===== src/design/crt_pkg.sv =====
`default_nettype none
package crt_pkg;

  localparam int CHAPTER_SLOTS = 4;
  localparam int LOCAL_SLOTS   = 12;
  localparam int RECORD_COUNT  = 16;
  localparam int SLOT_W        = 4;
  localparam int CNT_W         = 5;
  localparam int TICK_W        = 31;

  localparam logic [TICK_W-1:0] HISTORY_STRIDE = 31'h07F0000;

  localparam int FLAG_VALID   = 0;
  localparam int FLAG_CHAPTER = 1;
  localparam int FLAG_WINDOW  = 2;
  localparam int FLAG_WORKING = 3;

  localparam logic [2:0] MODE_OPEN   = 3'd0;
  localparam logic [2:0] MODE_COMMIT = 3'd1;
  localparam logic [2:0] MODE_EXACT  = 3'd2;
  localparam logic [2:0] MODE_AFTER  = 3'd3;
  localparam logic [2:0] MODE_BEFORE = 3'd4;
  localparam logic [2:0] MODE_CLEAR  = 3'd5;
  localparam logic [2:0] MODE_QUERY  = 3'd6;
  localparam logic [2:0] MODE_REINIT = 3'd7;

  localparam logic [1:0] STATUS_OK     = 2'd0;
  localparam logic [1:0] STATUS_MISS   = 2'd1;
  localparam logic [1:0] STATUS_REJECT = 2'd2;

  typedef struct packed {
    logic [2:0]        mode;
    logic [TICK_W-1:0] tick;
    logic              chapter_select;
    logic [30:0]       film_offset;
    logic [30:0]       update_count;
    logic [SLOT_W-1:0] slot_index;
  } in_t;

  typedef struct packed {
    logic [1:0]         status;
    logic [SLOT_W-1:0]  slot;
    logic [TICK_W-1:0]  slot_tick;
    logic signed [31:0] slot_offset;
    logic signed [31:0] slot_update;
    logic [30:0]        history_offset;
    logic [CNT_W-1:0]   chapter_total;
    logic [CNT_W-1:0]   local_total;
  } out_t;

  typedef struct packed {
    logic [3:0]        flags;
    logic [TICK_W-1:0] tick;
    logic [31:0]       offset;
    logic [31:0]       update;
  } record_t;

  function automatic record_t blank_record();
    record_t r;
    r.flags  = 4'd0;
    r.tick   = '0;
    r.offset = '1;
    r.update = '1;
    return r;
  endfunction

  function automatic logic [30:0] history_of(logic [SLOT_W-1:0] s);
    logic [34:0] p;
    p = 35'(s) * 35'(HISTORY_STRIDE);
    return p[30:0];
  endfunction

endpackage
`default_nettype wire


===== src/design/checkpoint_record_table.sv =====
`default_nettype none
// Checkpoint record table: sixteen records held in a ring of cells.
// Command channel: present a word on cmd_i with start high; it is taken at
// the rising edge where start is high and busy is low. busy then stays high
// until the result is issued.
// Result channel: result_o is valid for exactly one cycle while done_o is
// high; it must be taken in that cycle, since the receiver cannot stall.
// Sequence: the ring rotates once to scan every record, a decide state
// settles the plan, and a second rotation writes the changes and counts
// the records. busy falls in the same cycle that done_o rises, so a new
// command can be taken while the result is shown. Every mode takes the
// same time, set by the two ring rotations.
// Reset: all records become invalid with tick 0 and offset and update all
// ones; no result is pending and busy is low.
module checkpoint_record_table
  import crt_pkg::*;
(
  input  wire logic clk_i,
  input  wire logic rst_ni,
  input  wire logic start,
  output logic      busy,
  input  wire in_t  cmd_i,
  output logic      done_o,
  output out_t      result_o
);

  typedef enum logic [1:0] {ST_IDLE, ST_SCAN, ST_DECIDE, ST_APPLY} state_e;

  state_e            state_q;
  logic [SLOT_W-1:0] cnt_q;
  in_t               cmd_q;
  logic [CNT_W-1:0]  ch_cnt_q, lo_cnt_q;
  logic              work_found_q, free_found_q, ev_found_q, hit_found_q, dup_q;
  logic [SLOT_W-1:0] work_idx_q, free_idx_q, ev_idx_q, hit_idx_q, tgt_idx_q;
  logic [TICK_W-1:0] ev_tick_q;
  record_t           hit_rec_q;
  logic              op_ok_q, evict_q, done_q;
  out_t              res_q;

  record_t chain [RECORD_COUNT];
  record_t head, tail_in, mod_rec;
  logic    shift;

  for (genvar k = 0; k < RECORD_COUNT; k++) begin : g_cell
    record_t feed;
    if (k == RECORD_COUNT - 1) begin : g_tail
      assign feed = tail_in;
    end else begin : g_mid
      assign feed = chain[k+1];
    end
    crt_cell u_cell (
      .clk_i   (clk_i),
      .rst_ni  (rst_ni),
      .shift_i (shift),
      .rec_i   (feed),
      .rec_o   (chain[k])
    );
  end

  assign head  = chain[0];
  assign shift = (state_q == ST_SCAN) || (state_q == ST_APPLY);

  logic hv, hch, hwin, hwk, cand, better, mv_ch, mv_lo;
  logic open_ok, open_evict;
  logic [SLOT_W-1:0] open_tgt;
  out_t plan;

  always_comb begin
    hv   = head.flags[FLAG_VALID];
    hch  = head.flags[FLAG_CHAPTER];
    hwin = head.flags[FLAG_WINDOW];
    hwk  = head.flags[FLAG_WORKING];

    case (cmd_q.mode)
      MODE_EXACT:  cand = hv && (head.tick == cmd_q.tick);
      MODE_AFTER:  cand = hv && (head.tick > cmd_q.tick);
      MODE_BEFORE: cand = hv && (head.tick <= cmd_q.tick) && (!cmd_q.chapter_select || hch);
      MODE_QUERY:  cand = hv && (cnt_q == cmd_q.slot_index);
      default:     cand = 1'b0;
    endcase

    case (cmd_q.mode)
      MODE_AFTER:  better = !hit_found_q || (head.tick < hit_rec_q.tick);
      MODE_BEFORE: better = !hit_found_q || (head.tick > hit_rec_q.tick);
      default:     better = !hit_found_q;
    endcase

    mod_rec = head;
    case (cmd_q.mode)
      MODE_REINIT: mod_rec = blank_record();
      MODE_CLEAR: begin
        if (hv && hwin) begin
          if (hch) begin
            mod_rec.flags[FLAG_WINDOW] = 1'b0;
          end else begin
            mod_rec = blank_record();
          end
        end
      end
      MODE_OPEN: begin
        if (op_ok_q) begin
          if (evict_q && hv && (head.tick < ev_tick_q)) begin
            mod_rec.flags[FLAG_WINDOW] = 1'b0;
          end
          if (cnt_q == tgt_idx_q) begin
            mod_rec = blank_record();
            mod_rec.flags[FLAG_WORKING] = 1'b1;
            mod_rec.flags[FLAG_WINDOW]  = 1'b1;
            mod_rec.flags[FLAG_CHAPTER] = cmd_q.chapter_select;
          end
        end
      end
      MODE_COMMIT: begin
        if (op_ok_q && (cnt_q == tgt_idx_q)) begin
          mod_rec.tick   = cmd_q.tick;
          mod_rec.offset = {1'b0, cmd_q.film_offset};
          mod_rec.update = {1'b0, cmd_q.update_count};
          mod_rec.flags[FLAG_WORKING] = 1'b0;
          mod_rec.flags[FLAG_VALID]   = 1'b1;
        end
      end
      default: mod_rec = head;
    endcase

    tail_in = (state_q == ST_APPLY) ? mod_rec : head;
    mv_ch   = mod_rec.flags[FLAG_VALID] && mod_rec.flags[FLAG_CHAPTER];
    mv_lo   = mod_rec.flags[FLAG_VALID] && !mod_rec.flags[FLAG_CHAPTER];

    open_ok    = 1'b0;
    open_evict = 1'b0;
    open_tgt   = free_idx_q;
    if (!work_found_q && !(cmd_q.chapter_select && (ch_cnt_q >= CNT_W'(CHAPTER_SLOTS)))) begin
      if ((cmd_q.chapter_select || (lo_cnt_q != CNT_W'(LOCAL_SLOTS))) && free_found_q) begin
        open_ok = 1'b1;
      end else if (!cmd_q.chapter_select && ev_found_q) begin
        open_ok    = 1'b1;
        open_evict = 1'b1;
        open_tgt   = ev_idx_q;
      end
    end

    plan        = '0;
    plan.status = STATUS_OK;
    case (cmd_q.mode)
      MODE_OPEN: begin
        if (open_ok) begin
          plan.slot           = open_tgt;
          plan.slot_offset    = '1;
          plan.slot_update    = '1;
          plan.history_offset = history_of(open_tgt);
        end else begin
          plan.status = STATUS_REJECT;
        end
      end
      MODE_COMMIT: begin
        if (work_found_q) begin
          plan.slot           = work_idx_q;
          plan.slot_tick      = cmd_q.tick;
          plan.slot_offset    = {1'b0, cmd_q.film_offset};
          plan.slot_update    = {1'b0, cmd_q.update_count};
          plan.history_offset = history_of(work_idx_q);
        end else begin
          plan.status = STATUS_REJECT;
        end
      end
      MODE_EXACT, MODE_AFTER, MODE_BEFORE, MODE_QUERY: begin
        if ((cmd_q.mode == MODE_EXACT) && dup_q) begin
          plan.status = STATUS_REJECT;
        end else if (hit_found_q) begin
          plan.slot           = hit_idx_q;
          plan.slot_tick      = hit_rec_q.tick;
          plan.slot_offset    = hit_rec_q.offset;
          plan.slot_update    = hit_rec_q.update;
          plan.history_offset = history_of(hit_idx_q);
        end else begin
          plan.status = STATUS_MISS;
        end
        if (cmd_q.mode == MODE_QUERY) begin
          plan.slot = cmd_q.slot_index;
        end
      end
      default: plan.status = STATUS_OK;
    endcase
  end

  always_ff @(posedge clk_i or negedge rst_ni) begin
    if (!rst_ni) begin
      state_q      <= ST_IDLE;
      cnt_q        <= '0;
      cmd_q        <= '0;
      ch_cnt_q     <= '0;
      lo_cnt_q     <= '0;
      work_found_q <= 1'b0;
      free_found_q <= 1'b0;
      ev_found_q   <= 1'b0;
      hit_found_q  <= 1'b0;
      dup_q        <= 1'b0;
      work_idx_q   <= '0;
      free_idx_q   <= '0;
      ev_idx_q     <= '0;
      hit_idx_q    <= '0;
      tgt_idx_q    <= '0;
      ev_tick_q    <= '0;
      hit_rec_q    <= '0;
      op_ok_q      <= 1'b0;
      evict_q      <= 1'b0;
      done_q       <= 1'b0;
      res_q        <= '0;
    end else begin
      done_q <= 1'b0;
      case (state_q)
        ST_IDLE: begin
          if (start) begin
            cmd_q        <= cmd_i;
            cnt_q        <= '0;
            ch_cnt_q     <= '0;
            lo_cnt_q     <= '0;
            work_found_q <= 1'b0;
            free_found_q <= 1'b0;
            ev_found_q   <= 1'b0;
            hit_found_q  <= 1'b0;
            dup_q        <= 1'b0;
            state_q      <= ST_SCAN;
          end
        end
        ST_SCAN: begin
          if (hv && hch) ch_cnt_q <= ch_cnt_q + 1'b1;
          if (hv && !hch) lo_cnt_q <= lo_cnt_q + 1'b1;
          if (hwk && !work_found_q) begin
            work_found_q <= 1'b1;
            work_idx_q   <= cnt_q;
          end
          if (!hv && !free_found_q) begin
            free_found_q <= 1'b1;
            free_idx_q   <= cnt_q;
          end
          if (hv && !hch && (!ev_found_q || (head.tick < ev_tick_q))) begin
            ev_found_q <= 1'b1;
            ev_idx_q   <= cnt_q;
            ev_tick_q  <= head.tick;
          end
          if (cand && hit_found_q) dup_q <= 1'b1;
          if (cand && better) begin
            hit_found_q <= 1'b1;
            hit_idx_q   <= cnt_q;
            hit_rec_q   <= head;
          end
          cnt_q <= cnt_q + 1'b1;
          if (cnt_q == SLOT_W'(RECORD_COUNT - 1)) state_q <= ST_DECIDE;
        end
        ST_DECIDE: begin
          res_q     <= plan;
          op_ok_q   <= (cmd_q.mode == MODE_OPEN) ? open_ok : work_found_q;
          evict_q   <= open_evict;
          tgt_idx_q <= (cmd_q.mode == MODE_OPEN) ? open_tgt : work_idx_q;
          ch_cnt_q  <= '0;
          lo_cnt_q  <= '0;
          cnt_q     <= '0;
          state_q   <= ST_APPLY;
        end
        ST_APPLY: begin
          ch_cnt_q <= ch_cnt_q + CNT_W'(mv_ch);
          lo_cnt_q <= lo_cnt_q + CNT_W'(mv_lo);
          cnt_q    <= cnt_q + 1'b1;
          if (cnt_q == SLOT_W'(RECORD_COUNT - 1)) begin
            res_q.chapter_total <= ch_cnt_q + CNT_W'(mv_ch);
            res_q.local_total   <= lo_cnt_q + CNT_W'(mv_lo);
            done_q              <= 1'b1;
            state_q             <= ST_IDLE;
          end
        end
        default: state_q <= ST_IDLE;
      endcase
    end
  end

  assign busy     = (state_q != ST_IDLE);
  assign done_o   = done_q;
  assign result_o = res_q;

endmodule
`default_nettype wire


===== src/design/crt_cell.sv =====
`default_nettype none
module crt_cell
  import crt_pkg::*;
(
  input  wire logic    clk_i,
  input  wire logic    rst_ni,
  input  wire logic    shift_i,
  input  wire record_t rec_i,
  output record_t      rec_o
);

  record_t rec_q;

  always_ff @(posedge clk_i or negedge rst_ni) begin
    if (!rst_ni) begin
      rec_q <= blank_record();
    end else if (shift_i) begin
      rec_q <= rec_i;
    end
  end

  assign rec_o = rec_q;

endmodule
`default_nettype wire


===== config.mk =====
export PLATFORM = sky130hd
export DESIGN_NAME = checkpoint_record_table
export DESIGN_NICKNAME = d
export VERILOG_FILES = /design/src/design/crt_pkg.sv /design/src/design/checkpoint_record_table.sv /design/src/design/crt_cell.sv
export SDC_FILE = /design/constraint.sdc
export NUM_CORES = 2
export LEC_CHECK = 0
export CAP_MARGIN = 20
export CORE_MARGIN = 2
export CORE_UTILIZATION = 40
export CTS_CLUSTER_SIZE = 24
export DETAILED_ROUTE_END_ITERATION = 12
export DONT_BUFFER_PORTS = 1
export MAX_ROUTING_LAYER = met4
export PLACE_DENSITY = 0.58
export SYNTH_ARGS = -nofsm -noshare
export SYNTH_HDL_FRONTEND = slang
export SYNTH_SLANG_ARGS = --single-unit
export TNS_END_PERCENT = 5

===== constraint.sdc =====
create_clock -name clk_i -period 6.1 [get_ports clk_i]
set_input_delay 0.915 -clock clk_i [delete_from_list [all_inputs] [get_ports clk_i]]
set_output_delay 0.915 -clock clk_i [all_outputs]
set_load 0.05 [all_outputs]

==> results_dict.tcl <==
set metrics [dict create \
    fin_ws_ps 877.1 \
    fin_nets 8663 \
    leakagePower_nw 44.15 \
    fp.dieW_um 455.5 \
    post_drt_wl_per_cell_um 16.90 \
    layout_min_cycle_time_ps 5223 \
    power-per-cell-area_nw_per_um2 555.7 \
    avgSynthCellArea_um2 9.469 \
    holdCritPathClass "primary input to asynchronous set/reset pin" \
    reg2reg_to "result_o[35]" \
    clk_pin_slew_worst_paths_ps 60 \
    cts.sinks 1977 \
    yosysTopAreaCell "dfstp_2" \
    die_h_um 455.5 \
    slew_headroom 0.2114 \
    fin_tns_setup_ps 0 \
    drt_iter0_drc 4460 \
    ys_types 63 \
    synth.mux.area_fraction 0.03598 \
    grt_pass1_wl_mm 309.0 \
    first_pass_iters 7 \
    area_growth_pct 11.20 \
    end_kind "flop" \
    ys_warn_count 0 \
    whs_ps 65.01 \
    syn-cell-area_um2 81550 \
    cts_buffers 198 \
    post_cts_buffers 0 \
    multi_input_comb_area_um2 28410 \
    ir_drop_uv 542.5 \
    viasPerCell 4.971 \
    coreArea_um2 202300 \
    grt_overflow 0 \
    vias 55920 \
    grt_usage 0.1871 \
    clock.fmax_ghz 0.1915 \
    grt_pass1_vias 55530 \
    hpwl_mm 115.8 \
    cts_tree "done" \
    finalHoldViolCount 0 \
    maxCapViolCount 0 \
    dieArea_um2 207500 \
    preCtsSetupSlack_ps 854.7 \
    status "completed" \
    dpl-instance-area_um2 83930 \
    cts_resized 0 \
    clkLatencyLatePin_ps 830 \
    start_util 0.4031 \
    gp_congestion 0.8394 \
    antenna_found_initial 34 \
    syn_inst 8612 \
    dp_cells 10860 \
    yosys-top-cells-area "dfstp_2 33%, dfrtp_1 29%, nand2_1 21%" \
    drive_above_1_share 0.1949 \
    routed_wl_mm 190.2 \
    fillers 19440 \
    h-tree-depth 4 \
    worstPathRequired_ps 6790 \
    startpoint_type "flop" \
    yosys.area_share.xor_xnor 0.003222 \
    fin_worst_skew_ps 30.97 \
    min_period_over_period 0.8562 \
    fin_cells 11250 \
    row_count 165 \
    synth_edf_count 0 \
    slew_viol_final 0 \
    cp_data_arrival_time_ps 5910 \
    ys.flop_type "dfstp_2" \
    synth_top_area_frac 0.3299 \
    grt_max_degree 281 \
    antenna_left 0 \
    synth_top_family_by_area "simple AND/OR/NAND/NOR gates" \
    rr_worst_depth 18 \
    timing.rr.start "lo_cnt_q[0]" \
    cts-root-buf "clkbuf_16" \
    synthSimpleGateAreaFrac 0.2255 \
    synth-seq-area-share 0.6224 \
    io_buffers 0 \
    ys_ff_latch 1977 \
    layout.area.seq_um2 50750 \
    reg2reg_slack_ps 880 \
    pin_count 248 \
    synth_compound_area_frac 0.05490 \
    ys_async_sr_fraction 1.000 \
    drc 0 \
    synthAdderAreaFrac 0.02667 \
    cts_hold_buf 2 \
    setup_viol 0 \
    critPathKind "flop to flop" \
    tightest_slew_ps 1183 \
    clockBufferDepth 3 \
    fin_area_um2 90680 \
    critical_path.max_fanout 5 \
    rsz0062_at_grt "false" \
]
==> how the worst max path moves through the flow <==
stage / from / end / slack (ps)
floorplan: lo_cnt_q[0] / result_o[35] / 1630
global placement: lo_cnt_q[0] / result_o[35] / 1020
detailed placement: lo_cnt_q[1] / result_o[35] / 850
CTS: lo_cnt_q[1] / result_o[35] / 830
global route: lo_cnt_q[0] / result_o[35] / 270
finish: lo_cnt_q[0] / result_o[35] / 880
==> registers in the layout, summed over array words and instances (netlist names), 5 cells and up <==
register             flops
result_o               122
hit_rec_q               95
lo_cnt_q                 5
g_cell.u_cell.rec_o   1584
cmd_q                  101
ch_cnt_q                 5
ev_tick_q               31
==> cell type report <==
type                            count  area share
Sequential cell                  1977      0.5597
Multi-Input combinational cell   5999      0.3133
Clock buffer                      311     0.06631
Tap cell                         2672     0.03687
Timing Repair Buffer               74     0.01115
Clock inverter                     50    0.006043
Inverter                          146    0.006043
Antenna cell                       20   0.0005519
==> cells by family (layout without fill, tap and decap cells) <==
logic type / after synthesis / in the layout
AOI/OAI and AO/OA: 685 / 685
xor gates and xnor gates: 30 / 30
adders and majority gates: 163 / 163
buffers and inverters: 655 / 581
DFF: 1977 / 1977
muxes: 262 / 262
other: 1 / 40
and+or+nand+nor: 4839 / 4839
==> cell usage after synthesis, drive strengths merged (6+ instances only) <==
cell type  instances
nand2           4519
dfstp           1024
dfrtp            953
clkbuf           460
mux2             249
a21oi            245
nor2             220
o21ai            152
inv              146
ha               145
a221oi            96
a221o             62
buf               49
a22oi             39
nand3             25
a21o              22
nand4             19
fa                18
xnor2             15
xor2              15
mux2i             13
nor3              13
nor2b             11
a31oi              9
a222oi             8
a22o               8
and2               8
a211oi             6
o22ai              6
==> stage by stage <==
step | power (W) | util
CTS | 0.05106 | 0.4474
finish | 0.05040 | 0.4482
global placement | 0.03817 | 0.4148
global route | 0.05393 | 0.4482
floorplan | 0.03350 | -
detailed placement | 0.03859 | 0.4148
==> report_power, final <==
group	total (W)	switching, W	internal (W)
registers	0.0239	0.00456	0.0193
clock network	0.0122	0.00524	0.00699
logic	0.0142	0.0102	0.00405
total	0.0504	0.0200	0.0304
==> placed cells by master (no fill, tap or decap), types with 13 or more instances in the layout <==
| master | netlist | final |
|---|---|---|
| a21o_1 | 22 | 22 |
| a21oi_1 | 245 | 245 |
| a221o_1 | 62 | 62 |
| a221oi_1 | 96 | 96 |
| a22oi_1 | 39 | 39 |
| buf_12 | 0 | 17 |
| buf_4 | 22 | 44 |
| clkbuf_1 | 460 | 53 |
| clkbuf_16 | 0 | 201 |
| clkbuf_8 | 0 | 57 |
| clkinv_2 | 0 | 27 |
| conb_1 | 1 | 20 |
| dfrtp_1 | 953 | 953 |
| dfstp_2 | 1024 | 1024 |
| diode_2 | 0 | 20 |
| fa_1 | 18 | 18 |
| ha_1 | 145 | 144 |
| inv_1 | 146 | 145 |
| mux2_2 | 240 | 240 |
| mux2i_1 | 13 | 13 |
| nand2_1 | 4519 | 4516 |
| nand3_1 | 25 | 25 |
| nand4_1 | 19 | 19 |
| nor2_1 | 220 | 217 |
| o21ai_0 | 150 | 149 |
| xnor2_1 | 15 | 15 |
| xor2_1 | 15 | 15 |
==> critical path: stages (launching register included) <==
cell and delay (ps):
dfrtp_1 430, inv_1 100, ha_1 180, inv_1 70, o41ai_1 530, nand3_1 350
mux2i_1 530, fa_1 560, inv_1 170, fa_1 460, ha_1 310, a21o_1 180
a21o_1 190, a21oi_1 240, o21bai_1 100, a21oi_1 180, xnor2_1 90, a222oi_1 310
a21oi_1 120
==> metal layers <==
| layer | global-route usage | up-vias | share of wire |
|---|---|---|---|
| li1 | - | 26760 | - |
| met1 | 0.2394 | 27990 | 0.44 |
| met2 | 0.3033 | 825 | 0.49 |
| met3 | 0.02758 | 343 | 0.035 |
| met4 | 0.06621 | 0 | 0.035 |
| met5 | - | - | 0 |
Note: power is estimated with default switching activity, not from simulation.
